<file path="src/mfs_pkg.sv">
// Shared types and constants for the message fragmentation sequencer.
// No dependencies; used by every other file of the block.
package mfs_pkg;

  localparam int LEN_W  = 12;
  localparam int TYPE_W = 8;
  localparam int PLEN_W = 6;
  localparam int CNT_W  = 8;
  localparam int FAIL_W = 4;

  localparam int DIV_STEPS = LEN_W;
  localparam int DIV_CNT_W = $clog2(DIV_STEPS);

  localparam logic [PLEN_W-1:0] PAYLOAD_CAP    = 6'd32;
  localparam logic [LEN_W-1:0]  FRAG_COUNT_MAX = 12'd255;

  // result status codes
  localparam logic [1:0] ST_SEND   = 2'd0;
  localparam logic [1:0] ST_DONE   = 2'd1;
  localparam logic [1:0] ST_REJECT = 2'd2;
  localparam logic [1:0] ST_FAIL   = 2'd3;

  // frame classes
  localparam logic [1:0] CL_SINGLE = 2'd0;
  localparam logic [1:0] CL_FIRST  = 2'd1;
  localparam logic [1:0] CL_MORE   = 2'd2;
  localparam logic [1:0] CL_LAST   = 2'd3;

  typedef enum logic [1:0] {
    REG_PAYLOAD,
    REG_LIMIT,
    REG_RETRY
  } reg_idx_t;

  typedef struct packed {
    logic [1:0]        status;
    logic [1:0]        frame_class;
    logic [TYPE_W-1:0] frame_type;
    logic [TYPE_W-1:0] reserved_value;
    logic [LEN_W-1:0]  payload_offset;
    logic [PLEN_W-1:0] payload_length;
    logic [PLEN_W-1:0] frame_bytes;
  } result_t;

  // controller -> datapath
  typedef struct packed {
    logic capture;
    logic start;
    logic result;
    logic div_step;
    logic check;
    logic calc_off;
    logic build;
    logic emit;
  } cmd_t;

  // datapath -> controller
  typedef struct packed {
    logic kind;
    logic busy;
    logic fits;
    logic res_final;
    logic div_last;
    logic reject;
    logic out_free;
  } stat_t;

endpackage

</file>
<file path="src/mfs_if.sv">
// Valid/ready channel interfaces for request beats and descriptor beats.
// Depends on mfs_pkg for field widths.
interface mfs_in_if;
  logic                      valid;
  logic                      ready;
  logic                      kind;
  logic [mfs_pkg::LEN_W-1:0]  message_length;
  logic [mfs_pkg::TYPE_W-1:0] message_type;
  logic                      send_ok;

  modport source (output valid, kind, message_length, message_type, send_ok,
                  input ready);
  modport sink   (input valid, kind, message_length, message_type, send_ok,
                  output ready);
endinterface

interface mfs_out_if;
  logic                       valid;
  logic                       ready;
  logic [1:0]                 status;
  logic [1:0]                 frame_class;
  logic [mfs_pkg::TYPE_W-1:0] frame_type;
  logic [mfs_pkg::TYPE_W-1:0] reserved_value;
  logic [mfs_pkg::LEN_W-1:0]  payload_offset;
  logic [mfs_pkg::PLEN_W-1:0] payload_length;
  logic [mfs_pkg::PLEN_W-1:0] frame_bytes;

  modport source (output valid, status, frame_class, frame_type, reserved_value,
                  payload_offset, payload_length, frame_bytes,
                  input ready);
  modport sink   (input valid, status, frame_class, frame_type, reserved_value,
                  payload_offset, payload_length, frame_bytes,
                  output ready);
endinterface

</file>
<file path="src/mfs_datapath.sv">
// Datapath: message state, restoring divider, offset multiply, output register.
// Depends on mfs_pkg; driven by mfs_controller commands.
module mfs_datapath #(
  parameter int HEADER_BYTES = 8
) (
  input  logic                       clk,
  input  logic                       rst,
  input  mfs_pkg::cmd_t              cmd,
  output mfs_pkg::stat_t             stat,
  input  logic                       in_kind,
  input  logic [mfs_pkg::LEN_W-1:0]  in_length,
  input  logic [mfs_pkg::TYPE_W-1:0] in_type,
  input  logic                       in_ok,
  input  logic [mfs_pkg::PLEN_W-1:0] payload,
  input  logic [mfs_pkg::LEN_W-1:0]  length_limit,
  input  logic [mfs_pkg::FAIL_W-1:0] retry_limit,
  output mfs_pkg::result_t           out_res,
  output logic                       out_valid,
  input  logic                       out_ready
);

  localparam logic [mfs_pkg::PLEN_W-1:0] HDR = mfs_pkg::PLEN_W'(HEADER_BYTES);

  // staged request beat
  logic                       st_kind;
  logic [mfs_pkg::LEN_W-1:0]  st_len;
  logic [mfs_pkg::TYPE_W-1:0] st_type;
  logic                       st_ok;

  // message state
  logic                       busy;
  logic                       unfrag;
  logic [mfs_pkg::CNT_W-1:0]  frag_left;
  logic [mfs_pkg::CNT_W-1:0]  frag_sent;
  logic [mfs_pkg::FAIL_W-1:0] fails;
  logic [mfs_pkg::LEN_W-1:0]  saved_len;
  logic [mfs_pkg::TYPE_W-1:0] saved_type;

  // divider
  logic [mfs_pkg::PLEN_W-1:0]    div_rem;
  logic [mfs_pkg::LEN_W-1:0]     div_quo;
  logic [mfs_pkg::DIV_CNT_W-1:0] div_cnt;

  logic [mfs_pkg::LEN_W-1:0] off_reg;
  mfs_pkg::result_t          pend;

  logic                        fits;
  logic                        last;
  logic [mfs_pkg::FAIL_W-1:0]  fails_inc;
  logic                        abort;
  logic                        res_final;
  logic [mfs_pkg::PLEN_W+1:0]  trial;
  logic [mfs_pkg::LEN_W-1:0]   count;
  logic                        reject;
  logic [mfs_pkg::CNT_W+mfs_pkg::PLEN_W-1:0] prod;
  logic [mfs_pkg::LEN_W-1:0]   diff;
  logic [mfs_pkg::PLEN_W-1:0]  plen;
  logic                        out_free;

  assign fits      = st_len <= {{(mfs_pkg::LEN_W-mfs_pkg::PLEN_W){1'b0}}, payload};
  assign last      = frag_left == mfs_pkg::CNT_W'(1);
  assign fails_inc = fails + mfs_pkg::FAIL_W'(1);
  assign abort     = fails_inc >= retry_limit;
  assign res_final = unfrag | (st_ok & last) | (~st_ok & abort);

  // trial subtract of one restoring step; top bit set means it went negative
  assign trial = {1'b0, div_rem, div_quo[mfs_pkg::LEN_W-1]} - {2'b00, payload};
  assign count = div_quo + mfs_pkg::LEN_W'(div_rem != '0);
  assign reject = (saved_len > length_limit) || (count > mfs_pkg::FRAG_COUNT_MAX);

  assign prod = {{mfs_pkg::PLEN_W{1'b0}}, frag_sent}
              * {{mfs_pkg::CNT_W{1'b0}}, payload};

  assign diff = saved_len - off_reg;

  always_comb begin
    plen = '0;
    if (off_reg < saved_len) begin
      if (diff > {{(mfs_pkg::LEN_W-mfs_pkg::PLEN_W){1'b0}}, payload}) begin
        plen = payload;
      end else begin
        plen = diff[mfs_pkg::PLEN_W-1:0];
      end
    end
  end

  assign out_free = ~out_valid | out_ready;

  assign stat.kind      = st_kind;
  assign stat.busy      = busy;
  assign stat.fits      = fits;
  assign stat.res_final = res_final;
  assign stat.div_last  = div_cnt == mfs_pkg::DIV_CNT_W'(mfs_pkg::DIV_STEPS - 1);
  assign stat.reject    = reject;
  assign stat.out_free  = out_free;

  always_ff @(posedge clk) begin
    if (rst) begin
      busy       <= 1'b0;
      unfrag     <= 1'b0;
      frag_left  <= '0;
      frag_sent  <= '0;
      fails      <= '0;
      saved_len  <= '0;
      saved_type <= '0;
      out_valid  <= 1'b0;
    end else begin
      if (cmd.start) begin
        busy       <= fits;
        unfrag     <= fits;
        frag_left  <= '0;
        frag_sent  <= '0;
        fails      <= '0;
        saved_len  <= st_len;
        saved_type <= st_type;
      end
      if (cmd.result) begin
        if (res_final) begin
          busy      <= 1'b0;
          unfrag    <= 1'b0;
          frag_left <= '0;
          frag_sent <= '0;
          fails     <= '0;
        end else if (st_ok) begin
          fails     <= '0;
          frag_left <= frag_left - mfs_pkg::CNT_W'(1);
          frag_sent <= frag_sent + mfs_pkg::CNT_W'(1);
        end else begin
          fails <= fails_inc;
        end
      end
      if (cmd.check && !reject) begin
        busy      <= 1'b1;
        frag_left <= count[mfs_pkg::CNT_W-1:0];
      end
      if (cmd.emit) begin
        out_valid <= 1'b1;
      end else if (out_ready) begin
        out_valid <= 1'b0;
      end
    end
  end

  always_ff @(posedge clk) begin
    if (cmd.capture) begin
      st_kind <= in_kind;
      st_len  <= in_length;
      st_type <= in_type;
      st_ok   <= in_ok;
    end
    if (cmd.start) begin
      div_quo <= st_len;
      div_rem <= '0;
      div_cnt <= '0;
    end else if (cmd.div_step) begin
      if (trial[mfs_pkg::PLEN_W+1]) begin
        div_rem <= {div_rem[mfs_pkg::PLEN_W-2:0], div_quo[mfs_pkg::LEN_W-1]};
        div_quo <= {div_quo[mfs_pkg::LEN_W-2:0], 1'b0};
      end else begin
        div_rem <= trial[mfs_pkg::PLEN_W-1:0];
        div_quo <= {div_quo[mfs_pkg::LEN_W-2:0], 1'b1};
      end
      div_cnt <= div_cnt + mfs_pkg::DIV_CNT_W'(1);
    end
    if (cmd.calc_off) begin
      off_reg <= prod[mfs_pkg::LEN_W-1:0];
    end

    if (cmd.start && fits) begin
      pend.status         <= mfs_pkg::ST_SEND;
      pend.frame_class    <= mfs_pkg::CL_SINGLE;
      pend.frame_type     <= st_type;
      pend.reserved_value <= '0;
      pend.payload_offset <= '0;
      pend.payload_length <= st_len[mfs_pkg::PLEN_W-1:0];
      pend.frame_bytes    <= HDR + st_len[mfs_pkg::PLEN_W-1:0];
    end else if ((cmd.result && res_final) || (cmd.check && reject)) begin
      // status-only beat: every frame field is zero
      pend.frame_class    <= '0;
      pend.frame_type     <= '0;
      pend.reserved_value <= '0;
      pend.payload_offset <= '0;
      pend.payload_length <= '0;
      pend.frame_bytes    <= '0;
      if (cmd.check) begin
        pend.status <= mfs_pkg::ST_REJECT;
      end else begin
        pend.status <= st_ok ? mfs_pkg::ST_DONE : mfs_pkg::ST_FAIL;
      end
    end else if (cmd.build) begin
      pend.status         <= mfs_pkg::ST_SEND;
      pend.frame_type     <= saved_type;
      pend.payload_offset <= off_reg;
      pend.payload_length <= plen;
      pend.frame_bytes    <= HDR + plen;
      if (last) begin
        pend.frame_class    <= mfs_pkg::CL_LAST;
        pend.reserved_value <= saved_type;
      end else begin
        pend.frame_class    <= (frag_sent == '0) ? mfs_pkg::CL_FIRST : mfs_pkg::CL_MORE;
        pend.reserved_value <= frag_left;
      end
    end

    if (cmd.emit) begin
      out_res <= pend;
    end
  end

endmodule

</file>
<file path="src/mfs_controller.sv">
// Sequencing state machine for the fragmentation datapath.
// Depends on mfs_pkg command and status structs.
module mfs_controller (
  input  logic           clk,
  input  logic           rst,
  input  logic           in_valid,
  output logic           in_ready,
  input  mfs_pkg::stat_t stat,
  output mfs_pkg::cmd_t  cmd
);

  typedef enum logic [2:0] {
    S_IDLE,
    S_DECODE,
    S_DIV,
    S_CHECK,
    S_OFFSET,
    S_BUILD,
    S_EMIT
  } state_t;

  state_t state;
  state_t state_next;

  assign in_ready = state == S_IDLE;

  always_comb begin
    cmd        = '0;
    state_next = state;
    unique case (state)
      S_IDLE: begin
        cmd.capture = in_valid;
        if (in_valid) state_next = S_DECODE;
      end
      S_DECODE: begin
        if (!stat.kind) begin
          cmd.start  = 1'b1;
          state_next = stat.fits ? S_EMIT : S_DIV;
        end else if (!stat.busy) begin
          state_next = S_IDLE;
        end else begin
          cmd.result = 1'b1;
          state_next = stat.res_final ? S_EMIT : S_OFFSET;
        end
      end
      S_DIV: begin
        cmd.div_step = 1'b1;
        if (stat.div_last) state_next = S_CHECK;
      end
      S_CHECK: begin
        cmd.check  = 1'b1;
        state_next = stat.reject ? S_EMIT : S_OFFSET;
      end
      S_OFFSET: begin
        cmd.calc_off = 1'b1;
        state_next   = S_BUILD;
      end
      S_BUILD: begin
        cmd.build  = 1'b1;
        state_next = S_EMIT;
      end
      S_EMIT: begin
        if (stat.out_free) begin
          cmd.emit   = 1'b1;
          state_next = S_IDLE;
        end
      end
      default: state_next = S_IDLE;
    endcase
  end

  always_ff @(posedge clk) begin
    if (rst) begin
      state <= S_IDLE;
    end else begin
      state <= state_next;
    end
  end

endmodule

</file>
<file path="src/message_fragmentation_sequencer_unit.sv">
// From accept to descriptor valid with the output free: a final status or an unfragmented frame
// goes from decode to emit; a next fragment after a send result passes offset and build; a reject
// follows the 12-step restoring divider (one bit a cycle) and the count check; a first fragment
// follows divider, check, offset and build. Throughput: one request at a time; a waiting output
// beat does not stop the next request being taken, but the one after it waits. Reset (rst,
// synchronous, high) idles the sequencer and restores the register defaults; no clearing pass.
module message_fragmentation_sequencer_unit #(
  parameter int HEADER_BYTES    = 8,
  parameter int MAX_FRAME_BYTES = 32
) (
  input  logic        clk,
  input  logic        rst,
  mfs_in_if.sink      in_ch,
  mfs_out_if.source   out_ch,
  input  logic        psel,
  input  logic        penable,
  input  logic        pwrite,
  input  logic [3:0]  paddr,
  input  logic [31:0] pwdata,
  output logic [31:0] prdata,
  output logic        pready
);

  // default payload size is what is left of a maximum frame after the header
  localparam int PAYLOAD_DIFF = MAX_FRAME_BYTES - HEADER_BYTES;
  localparam logic [mfs_pkg::PLEN_W-1:0] PAYLOAD_RESET = PAYLOAD_DIFF[mfs_pkg::PLEN_W-1:0];

  // configuration registers
  logic [mfs_pkg::PLEN_W-1:0] cfg_payload;
  logic [mfs_pkg::LEN_W-1:0]  cfg_limit;
  logic [mfs_pkg::FAIL_W-1:0] cfg_retry;
  logic [mfs_pkg::PLEN_W-1:0] eff_payload;

  mfs_pkg::reg_idx_t reg_idx;
  logic              wr_en;

  mfs_pkg::cmd_t    cmd;
  mfs_pkg::stat_t   stat;
  mfs_pkg::result_t res;

  assign pready  = 1'b1;
  assign reg_idx = mfs_pkg::reg_idx_t'(paddr[3:2]);
  assign wr_en   = psel & penable & pwrite;

  // APB write; offsets beyond the register list are dropped
  always_ff @(posedge clk) begin
    if (rst) begin
      cfg_payload <= PAYLOAD_RESET;
      cfg_limit   <= 12'd144;
      cfg_retry   <= 4'd3;
    end else if (wr_en) begin
      unique case (reg_idx)
        mfs_pkg::REG_PAYLOAD: cfg_payload <= pwdata[mfs_pkg::PLEN_W-1:0];
        mfs_pkg::REG_LIMIT:   cfg_limit   <= pwdata[mfs_pkg::LEN_W-1:0];
        mfs_pkg::REG_RETRY:   cfg_retry   <= pwdata[mfs_pkg::FAIL_W-1:0];
        default: ;
      endcase
    end
  end

  always_comb begin
    unique case (reg_idx)
      mfs_pkg::REG_PAYLOAD: prdata = {{(32-mfs_pkg::PLEN_W){1'b0}}, cfg_payload};
      mfs_pkg::REG_LIMIT:   prdata = {{(32-mfs_pkg::LEN_W){1'b0}}, cfg_limit};
      mfs_pkg::REG_RETRY:   prdata = {{(32-mfs_pkg::FAIL_W){1'b0}}, cfg_retry};
      default:              prdata = '0;
    endcase
  end

  // payload size clamped to 1..32: zero behaves as one
  always_comb begin
    priority if (cfg_payload == '0) begin
      eff_payload = mfs_pkg::PLEN_W'(1);
    end else if (cfg_payload > mfs_pkg::PAYLOAD_CAP) begin
      eff_payload = mfs_pkg::PAYLOAD_CAP;
    end else begin
      eff_payload = cfg_payload;
    end
  end

  mfs_controller u_ctrl (
    .clk      (clk),
    .rst      (rst),
    .in_valid (in_ch.valid),
    .in_ready (in_ch.ready),
    .stat     (stat),
    .cmd      (cmd)
  );

  mfs_datapath #(
    .HEADER_BYTES (HEADER_BYTES)
  ) u_dp (
    .clk          (clk),
    .rst          (rst),
    .cmd          (cmd),
    .stat         (stat),
    .in_kind      (in_ch.kind),
    .in_length    (in_ch.message_length),
    .in_type      (in_ch.message_type),
    .in_ok        (in_ch.send_ok),
    .payload      (eff_payload),
    .length_limit (cfg_limit),
    .retry_limit  (cfg_retry),
    .out_res      (res),
    .out_valid    (out_ch.valid),
    .out_ready    (out_ch.ready)
  );

  assign out_ch.status         = res.status;
  assign out_ch.frame_class    = res.frame_class;
  assign out_ch.frame_type     = res.frame_type;
  assign out_ch.reserved_value = res.reserved_value;
  assign out_ch.payload_offset = res.payload_offset;
  assign out_ch.payload_length = res.payload_length;
  assign out_ch.frame_bytes    = res.frame_bytes;

endmodule

</file>
<file path="src/flat_wrapper.sv">
// flat-port wrapper written by rule: the top's interface ports become plain ports
module message_fragmentation_sequencer_unit_flat 
#(
  parameter int HEADER_BYTES    = 8,
  parameter int MAX_FRAME_BYTES = 32
)
  (clk, rst, psel, penable, pwrite, paddr, pwdata, prdata, pready, in_ch_valid, in_ch_kind, in_ch_message_length, in_ch_message_type, in_ch_send_ok, in_ch_ready, out_ch_valid, out_ch_status, out_ch_frame_class, out_ch_frame_type, out_ch_reserved_value, out_ch_payload_offset, out_ch_payload_length, out_ch_frame_bytes, out_ch_ready);
  mfs_in_if in_ch_i ();
  mfs_out_if out_ch_i ();
  input  logic clk;
  input  logic rst;
  input  logic psel;
  input  logic penable;
  input  logic pwrite;
  input  logic [3:0] paddr;
  input  logic [31:0] pwdata;
  output logic [31:0] prdata;
  output logic pready;
  input wire logic [$bits(in_ch_i.valid)-1:0] in_ch_valid;
  input wire logic [$bits(in_ch_i.kind)-1:0] in_ch_kind;
  input wire logic [$bits(in_ch_i.message_length)-1:0] in_ch_message_length;
  input wire logic [$bits(in_ch_i.message_type)-1:0] in_ch_message_type;
  input wire logic [$bits(in_ch_i.send_ok)-1:0] in_ch_send_ok;
  output wire logic [$bits(in_ch_i.ready)-1:0] in_ch_ready;
  output wire logic [$bits(out_ch_i.valid)-1:0] out_ch_valid;
  output wire logic [$bits(out_ch_i.status)-1:0] out_ch_status;
  output wire logic [$bits(out_ch_i.frame_class)-1:0] out_ch_frame_class;
  output wire logic [$bits(out_ch_i.frame_type)-1:0] out_ch_frame_type;
  output wire logic [$bits(out_ch_i.reserved_value)-1:0] out_ch_reserved_value;
  output wire logic [$bits(out_ch_i.payload_offset)-1:0] out_ch_payload_offset;
  output wire logic [$bits(out_ch_i.payload_length)-1:0] out_ch_payload_length;
  output wire logic [$bits(out_ch_i.frame_bytes)-1:0] out_ch_frame_bytes;
  input wire logic [$bits(out_ch_i.ready)-1:0] out_ch_ready;
  assign in_ch_i.valid = in_ch_valid;
  assign in_ch_i.kind = in_ch_kind;
  assign in_ch_i.message_length = in_ch_message_length;
  assign in_ch_i.message_type = in_ch_message_type;
  assign in_ch_i.send_ok = in_ch_send_ok;
  assign in_ch_ready = in_ch_i.ready;
  assign out_ch_valid = out_ch_i.valid;
  assign out_ch_status = out_ch_i.status;
  assign out_ch_frame_class = out_ch_i.frame_class;
  assign out_ch_frame_type = out_ch_i.frame_type;
  assign out_ch_reserved_value = out_ch_i.reserved_value;
  assign out_ch_payload_offset = out_ch_i.payload_offset;
  assign out_ch_payload_length = out_ch_i.payload_length;
  assign out_ch_frame_bytes = out_ch_i.frame_bytes;
  assign out_ch_i.ready = out_ch_ready;
  message_fragmentation_sequencer_unit #(.HEADER_BYTES(HEADER_BYTES), .MAX_FRAME_BYTES(MAX_FRAME_BYTES)) u_core (.clk(clk), .rst(rst), .in_ch(in_ch_i), .out_ch(out_ch_i), .psel(psel), .penable(penable), .pwrite(pwrite), .paddr(paddr), .pwdata(pwdata), .prdata(prdata), .pready(pready));
endmodule
</file>
<file path="config.mk">
export PLATFORM = sky130hd
export DESIGN_NAME = message_fragmentation_sequencer_unit_flat
export DESIGN_NICKNAME = d
export VERILOG_FILES = /design/src/mfs_pkg.sv /design/src/mfs_if.sv /design/src/mfs_datapath.sv /design/src/mfs_controller.sv /design/src/message_fragmentation_sequencer_unit.sv /design/src/flat_wrapper.sv
export SDC_FILE = /design/constraint.sdc
export NUM_CORES = 1
export LEC_CHECK = 0
export BUFFER_PORTS_ARGS = -buffer_cell sky130_fd_sc_hd__clkbuf_2
export CAP_MARGIN = 20
export CORE_UTILIZATION = 40
export CTS_CLUSTER_DIAMETER = 100
export DETAILED_ROUTE_END_ITERATION = 7
export PLACE_DENSITY = 0.6
export SYNTH_ARGS = -nofsm -noshare
export SYNTH_HDL_FRONTEND = slang
export SYNTH_SLANG_ARGS = --single-unit
</file>
<file path="constraint.sdc">
create_clock -name clk -period 7.5 [get_ports clk]
set_input_delay 1.125 -clock clk [delete_from_list [all_inputs] [get_ports clk]]
set_output_delay 1.125 -clock clk [all_outputs]
set_load 0.1 [all_outputs]
</file>
==> results.md, run 1 <==
- Initial Util: 41.1%
- Worst Setup Path Type: register to register
- Tot GR Track Use: 18.4%
- PortBufs: 100
- Synth unique cells: 75
- Setup-failing EPs final: 0
- Cell Pwr Density: 215 nW/µm²
- Share of cells above drive strength 1: 14.0%
- Syn. warnings: 0
- Yosys top cell area share: 28.0%
- Global-route wire length before repair: 41200 µm
- Vias in the first global route: 7646
- Final Non-Filler Cells: 1585
- Critical Path End Type: register
- Startpoint types: register
- Die height: 169 µm
- Static Leak: 5.29 nW
- Crit path time final: 4.65 ns
- Clock skew: 0.0113 ns
- FP Rows: 60
- Post-CTS sizing: 0
- RSZ-0062 raised after global routing: no
- Hold buffers post-CTS: 0
- Post-DR vias/cell: 5.16
- RePlAce Congestion: 0.916
- Nets: 1361
- Drt pass-1 iters: 5
- Max-slew violations: 0
- Hold Crit Depth: 0
- Mean Syn Cell Area: 10.0 µm²
- Post-Syn Instances: 1114
- Sequential-to-total area share from yosys stat: 46.2%
- Cts bufs inserted: 23
- Root Buffer: clkbuf_16
- Vias: 8180
- Clock buffer depth: 3
- Slew Limit Headroom: 34.3%
- Final WL: 26200 µm
- Area Overhead vs Synth: 13.5%
- Clock Pin Slew Worst Setup and Hold Paths: 0.06 ns
- Remaining Overflow, GRT: 0
- Max-Cap Viols: 0
- Worst r2r path cells: 18
- Wire per inst: 16.5 µm
- FILL cells: 2652
- DRC Markers: 0
- FMAX: 215 MHz
- Drt initial violations: 620
- Post-Route Setup TNS: 0 ns
- Clk_lat worst skew: 0.51 ns
- Ys flop type: edfxtp_1
- Final ANT Viol Nets: 0
- EDFF count, synth: 104
- Final Cycle Share: 62.0%
- FF+latch count, synth: 206
- WP data arrival: 4.91 ns
- TritonCTS clock tree: built
- Largest cells by area after synthesis: edfxtp_1 (28%), dfxtp_1 (18%), ha_1 (8.2%), nand2_1 (4.8%), fa_1 (4.7%)
- Dpl cells: 1542
- ANT cells: 0
- Worst-margin pin slew: 0.984 ns
- Initial antenna violation count: 0
- Synth area leader: edfxtp_1
- Worst vdd ir: 0.000142 V
- Most frequent cells after synthesis: nand2_1 (143), edfxtp_1 (104), dfxtp_1 (102), a21oi_1 (82), inv_1 (78)
- CTS Sinks: 206
- Status: finished, final reports clean
- CTS H-tree lvls: 1
- Post-DP HPWL: 19700 µm
- Die footprint: 28600 µm²
- Cell area after synthesis: 11200 µm²
- Critical path required time: 7.76 ns
- Synth async-reset ratio: 0%
- Largest net degree at the start of global routing: 61
- Die X: 169 µm
- Final hold violation count: 0
- Worst-path maximum fanout: 10
- Hold Crit Class: register to register
- I/O pins: 144
- Number of setup buffers added after CTS: 0
- Top-count cell post-synth: nand2_1
- Largest regs: u_core.u_dp.out_res: 41 flops, u_core.u_dp.pend: 41 flops
- Core area: 27200 µm²
-- metal layers --
layer	vias up	track usage [%]	routed length, µm
li1	4057	-	-
met1	3855	26.6	12600
met2	229	28.9	11700
met3	39	2.68	1420
met4	0	4.15	517
met5	-	0	0
-- worst max-delay path: stages (launching register included) --
cell and delay (ns):
dfxtp_1 0.35, nor4_1 0.27, nor2_1 0.13, nor2_1 0.59, and2_1 0.24, fa_1 0.40, inv_1 0.08, fa_1 0.43
fa_1 0.54, inv_1 0.04, ha_1 0.32, a21oi_1 0.15, nor2_1 0.05, nor2_1 0.15, o21bai_1 0.09, a21oi_1 0.22
o21bai_1 0.09, a21oi_1 0.17, xnor2_1 0.09
-- cell usage in the layout, fill, tap and decap left out, drive strengths merged, types with 13 or more instances in the layout --
master	Yosys	routed
nor2b	13	13
edfxtp	104	104
nand4	15	15
inv	78	78
conb	2	21
nor3	17	17
a21oi	83	83
ha	73	73
and2	36	36
nand3	28	28
dfxtp	102	102
nor2	69	69
a21o	14	14
xor2	15	15
a32o	16	16
clkbuf	38	133
xnor2	20	20
fa	26	26
o21ai	29	29
mux2i	22	22
nand2	145	145
-- path summary, 6_finish.rpt --
path                                       from                                end  slack, ns
max          u_core.cfg_payload[2]$_SDFFE_PP0P_  u_core.u_dp.off_reg[11]$_DFFE_PP_       2.85
min              u_core.u_dp.pend[39]$_DFFE_PP_  u_core.u_dp.out_res[39]$_DFFE_PP_       0.42
max reg2reg  u_core.cfg_payload[2]$_SDFFE_PP0P_  u_core.u_dp.off_reg[11]$_DFFE_PP_       2.85
min reg2reg      u_core.u_dp.pend[39]$_DFFE_PP_  u_core.u_dp.out_res[39]$_DFFE_PP_       0.42
-- area by class of cell --
cell class                 instances  area, µm²  area share [%]
multi-input combinational        776       5410            42.6
sequential                       206       5160            40.7
timing repair buffer             112        599            4.72
clock buffer                      33        663            5.23
clock inverter                     8       93.8           0.740
inverter                          78        293            2.31
tap                              372        465            3.67
-- stage by stage --
step           setup slack (ns)  hold slack, ns  util [%]  power [mW]  cell area (µm²)
2_1_floorplan              2.71           0.400         -        1.55            11200
3_3_place_gp               2.85           0.407      43.8        1.62            11900
3_5_place_dp               2.84           0.405      43.8        1.62            11900
4_1_cts                    2.84           0.419      46.6        2.75            12700
5_1_grt                    2.42           0.414      46.7        2.84            12700
6_report                   2.85           0.418      46.7        2.72            12700
-- cell families (layout without fill, tap and decap cells) --
group / count (synthesis) / after routing / share of synthesized area [%]
AOI/OAI and AO/OA: 226 / 226 / 13.7
xor gates and xnor gates: 35 / 35 / 2.74
adders and majority gates: 99 / 99 / 12.8
buffers and inverters: 151 / 231 / 6.17
DFF: 206 / 206 / 46.2
muxes: 22 / 22 / 1.97
other: 2 / 21 / 0.0672
and+or+nand+nor: 373 / 373 / 16.3
-- where the power goes --
group | internal [mW] | switching (mW) | total (mW)
Sequential | 1.24 | 0.0493 | 1.29
Clock | 0.682 | 0.441 | 1.12
Combinational | 0.104 | 0.207 | 0.311
No activity file was read; power rests on OpenSTA's default activity.
==> run 2, diff against run 1 <==
--- a/config.mk
+++ b/config.mk
@@ -5,6 +5,7 @@
 export SDC_FILE = /design/constraint.sdc
 export NUM_CORES = 1
 export LEC_CHECK = 0
+export ABC_AREA = 1
 export BUFFER_PORTS_ARGS = -buffer_cell sky130_fd_sc_hd__clkbuf_2
 export CAP_MARGIN = 20
 export CORE_UTILIZATION = 40
==> constraint.sdc (replaced) <==
create_clock -name clk -period 4.73 [get_ports clk]
set_input_delay 0.7095 -clock clk [delete_from_list [all_inputs] [get_ports clk]]
set_output_delay 0.7095 -clock clk [all_outputs]
set_load 0.1 [all_outputs]
==> run 2 against run 1 <==
- area after synthesis up 1.1%
- non-clock buffer count up 3
- design area up 1.7%
- die area up 1.1%
- final cell count up 12%
- largest cell class is now registers
- register-to-register slack worse by 2.4 ns
- worst hold slack worse by 0.049 ns
- clock power up 56%
==> results.md, run 2 <==
- Status: finished, final reports clean
- FF+latch count, synth: 206
- Commonest non-fill, non-tap cell in the layout: nand2_1
- Die footprint: 28900 µm²
- Critical Path End Type: register
- Dpl cells: 1736
- Global-route wire length before repair: 43000 µm
- RePlAce Congestion: 0.869
- FP Rows: 61
- Setup-failing EPs final: 0
- Cell Pwr Density: 424 nW/µm²
- Syn. warnings: 0
- Mean Syn Cell Area: 8.86 µm²
- Ys flop type: edfxtp_1
- DRC Markers: 0
- Slowest stage delay, CP: 0.54 ns
- Wire per inst: 15.3 µm
- CP top delay family: adder cells
- CP Buf/Inv Count: 3
- Final Non-Filler Cells: 1779
- Top-count cell post-synth: nand2_1
- Final hold violation count: 0
- Worst-path maximum fanout: 13
- FMAX: 234 MHz
- Vias: 8743
- Largest cells by area after synthesis: edfxtp_1 (28%), dfxtp_1 (18%), ha_1 (8.1%), nand2_1 (7.9%), inv_1 (6.5%)
- Critical path required time: 4.99 ns
- Clock buffer depth: 3
- Initial Util: 40.7%
- Largest net degree at the start of global routing: 50
- Crit path depth: 18
- Hold Crit Endpoint: u_core.u_dp.st_len[6]$_DFFE_PP_
- Die X: 170 µm
- Root Buffer: clkbuf_16
- Final instance area: 12900 µm²
- Area Overhead vs Synth: 14.3%
- Final ANT Viol Nets: 0
- Utilization after layout: 46.5%
- Largest regs: u_core.u_dp.out_res: 41 flops, u_core.u_dp.pend: 41 flops
- EDFF count, synth: 104
- Static Leak: 5.73 nW
- Post-DP Area: 12200 µm²
- Post-Route Setup TNS: 0 ns
- TritonCTS clock tree: built
- Most frequent cells after synthesis: nand2_1 (237), inv_1 (195), edfxtp_1 (104), nor2_1 (103), dfxtp_1 (102)
- I/O pins: 144
- Tot GR Track Use: 19.1%
- Synth area leader: edfxtp_1
- Hold buffers post-CTS: 0
- Sequential-to-total area share from yosys stat: 45.7%
- Core area: 27800 µm²
- Clock skew: 0.00999 ns
- Synth unique cells: 51
- Share of cells above drive strength 1: 14.5%
- Slew Limit Headroom: 41.6%
- Startpoint types: register
- ANT cells: 0
- Number of setup buffers added after CTS: 0
- Drt initial violations: 634
- Hold Crit Class: primary input to register
- Min Hold Slack: 0.369 ns
- Post-DP HPWL: 20600 µm
- Final WL: 27300 µm
- Max-Cap Viols: 0
- Die height: 170 µm
- CTS Sinks: 206
- Worst reg2reg endpoint: u_core.u_dp.off_reg[10]$_DFFE_PP_
- Hold Crit Depth: 1
- Most frequent cells in the layout: nand2_1 (237), inv_1 (195), edfxtp_1 (104), dfxtp_1 (102), nor2_1 (101)
- Final Cycle Share: 90.2%
- Worst r2r path cells: 18
- Worst vdd ir: 0.000385 V
- Remaining Overflow, GRT: 0
- WP data arrival: 4.53 ns
- Clock Pin Slew Worst Setup and Hold Paths: 0.06 ns
- Crit path time final: 4.27 ns
- Crit-path cells: nor2_1, clkinv_1, nor2_1, fa_1, inv_1, fa_1, fa_1, inv_1, ha_1, a21oi_1, nand2_1, nand2_1, nand2_1, a21oi_1, nor2_1, o21ai_0, nand2_1, xor2_1
- Initial antenna violation count: 0
- PortBufs: 100
- Worst R2R Setup Slack: 0.46 ns
- FF-to-FF Start: u_core.cfg_payload[5]$_SDFFE_PP0P_
- Most frequent CP cell: nand2_1
- Vias in the first global route: 8093
- Worst-margin pin slew: 0.868 ns
- Cell area after synthesis: 11300 µm²
- Max-slew violations: 0
- RSZ-0062 raised after global routing: no
- Worst path slowest cell: fa_1
- Worst Setup Path Type: register to register
- CTS H-tree lvls: 1
- Clk_lat worst skew: 0.51 ns
- Drt pass-1 iters: 7
- Yosys top cell area share: 27.7%
- Synth async-reset ratio: 0%
- Cts bufs inserted: 24
- Post-Syn Instances: 1275
- Post-CTS sizing: 0
- Hold Path Origin: in_ch_message_length[6]
- Post-DR vias/cell: 4.91
- Nets: 1548
-- run 2: cell count changes after synthesis, moves of 19 or more --
cell / change
and2_1: -33
inv_1: +117
mux2i_1: -22
nand2_1: +94
nand3_1: +22
nor2_1: +34
o21ai_0: +47
o22ai_2: +19
-- run 2: kinds of logic after synthesis --
| kind of cell | after synthesis | synth area share [%] |
|---|---|---|
| other cells | 2 | 0.0665 |
| flops | 206 | 45.7 |
| compound gates | 234 | 12.6 |
| fa+ha+maj | 99 | 12.7 |
| xor+xnor | 28 | 2.17 |
| buf+inv | 256 | 9.53 |
| simple gates | 450 | 17.3 |
-- run 2: report_power, final --
part,switching [mW],internal (mW)
sequential,0.196,2.22
clock,0.721,1.03
combinational,0.890,0.409
-- run 2: worst reg2reg max path, delay by kind of cell (launching register included) --
kind,cells,cell delay (ns)
compound gates,3,0.50
fa+ha+maj,4,1.73
flops,1,0.42
buf+inv,3,0.43
simple gates,7,0.79
xor+xnor,1,0.14
-- run 2: layout make-up --
class	count	area, µm²
flip-flops and latches	206	5160
clock buffers	38	714
repair buffers	115	621
clock inverters	5	31.3
well taps	378	473
fillers	2770	14900
inverters	205	769
multi-input cells	832	5130
-- run 2: worst max path at each step --
stage / start / endpoint / slack (ns)
after floorplan: u_core.cfg_payload[5]$_SDFFE_PP0P_ / u_core.u_dp.off_reg[10]$_DFFE_PP_ / 0.57
after detailed placement: u_core.cfg_payload[5]$_SDFFE_PP0P_ / u_core.u_dp.off_reg[10]$_DFFE_PP_ / 0.51
after CTS: u_core.cfg_payload[5]$_SDFFE_PP0P_ / u_core.u_dp.off_reg[10]$_DFFE_PP_ / 0.49
after global routing: u_core.cfg_payload[5]$_SDFFE_PP0P_ / u_core.u_dp.off_reg[10]$_DFFE_PP_ / 0.03
after global placement: u_core.cfg_payload[5]$_SDFFE_PP0P_ / u_core.u_dp.off_reg[10]$_DFFE_PP_ / 0.54
final: u_core.cfg_payload[5]$_SDFFE_PP0P_ / u_core.u_dp.off_reg[10]$_DFFE_PP_ / 0.46
-- run 2: layer usage --
| layer | part of all wire [%] | vias to the layer above | global-route usage (%) |
|---|---|---|---|
| met3 | 5.7 | 38 | 2.56 |
| met1 | 47 | 4040 | 26.9 |
| li1 | - | 4422 | - |
| met2 | 45 | 243 | 30.8 |
| met5 | 0 | - | 0 |
| met4 | 2.4 | 0 | 4.90 |
-- run 2: stage by stage --
stage | setup slack [ns] | power [mW]
after floorplan | 0.566 | 3.41
after global placement | 0.545 | 3.71
after detailed placement | 0.514 | 3.74
after CTS | 0.489 | 5.52
after global routing | 0.0300 | 5.78
final | 0.463 | 5.47
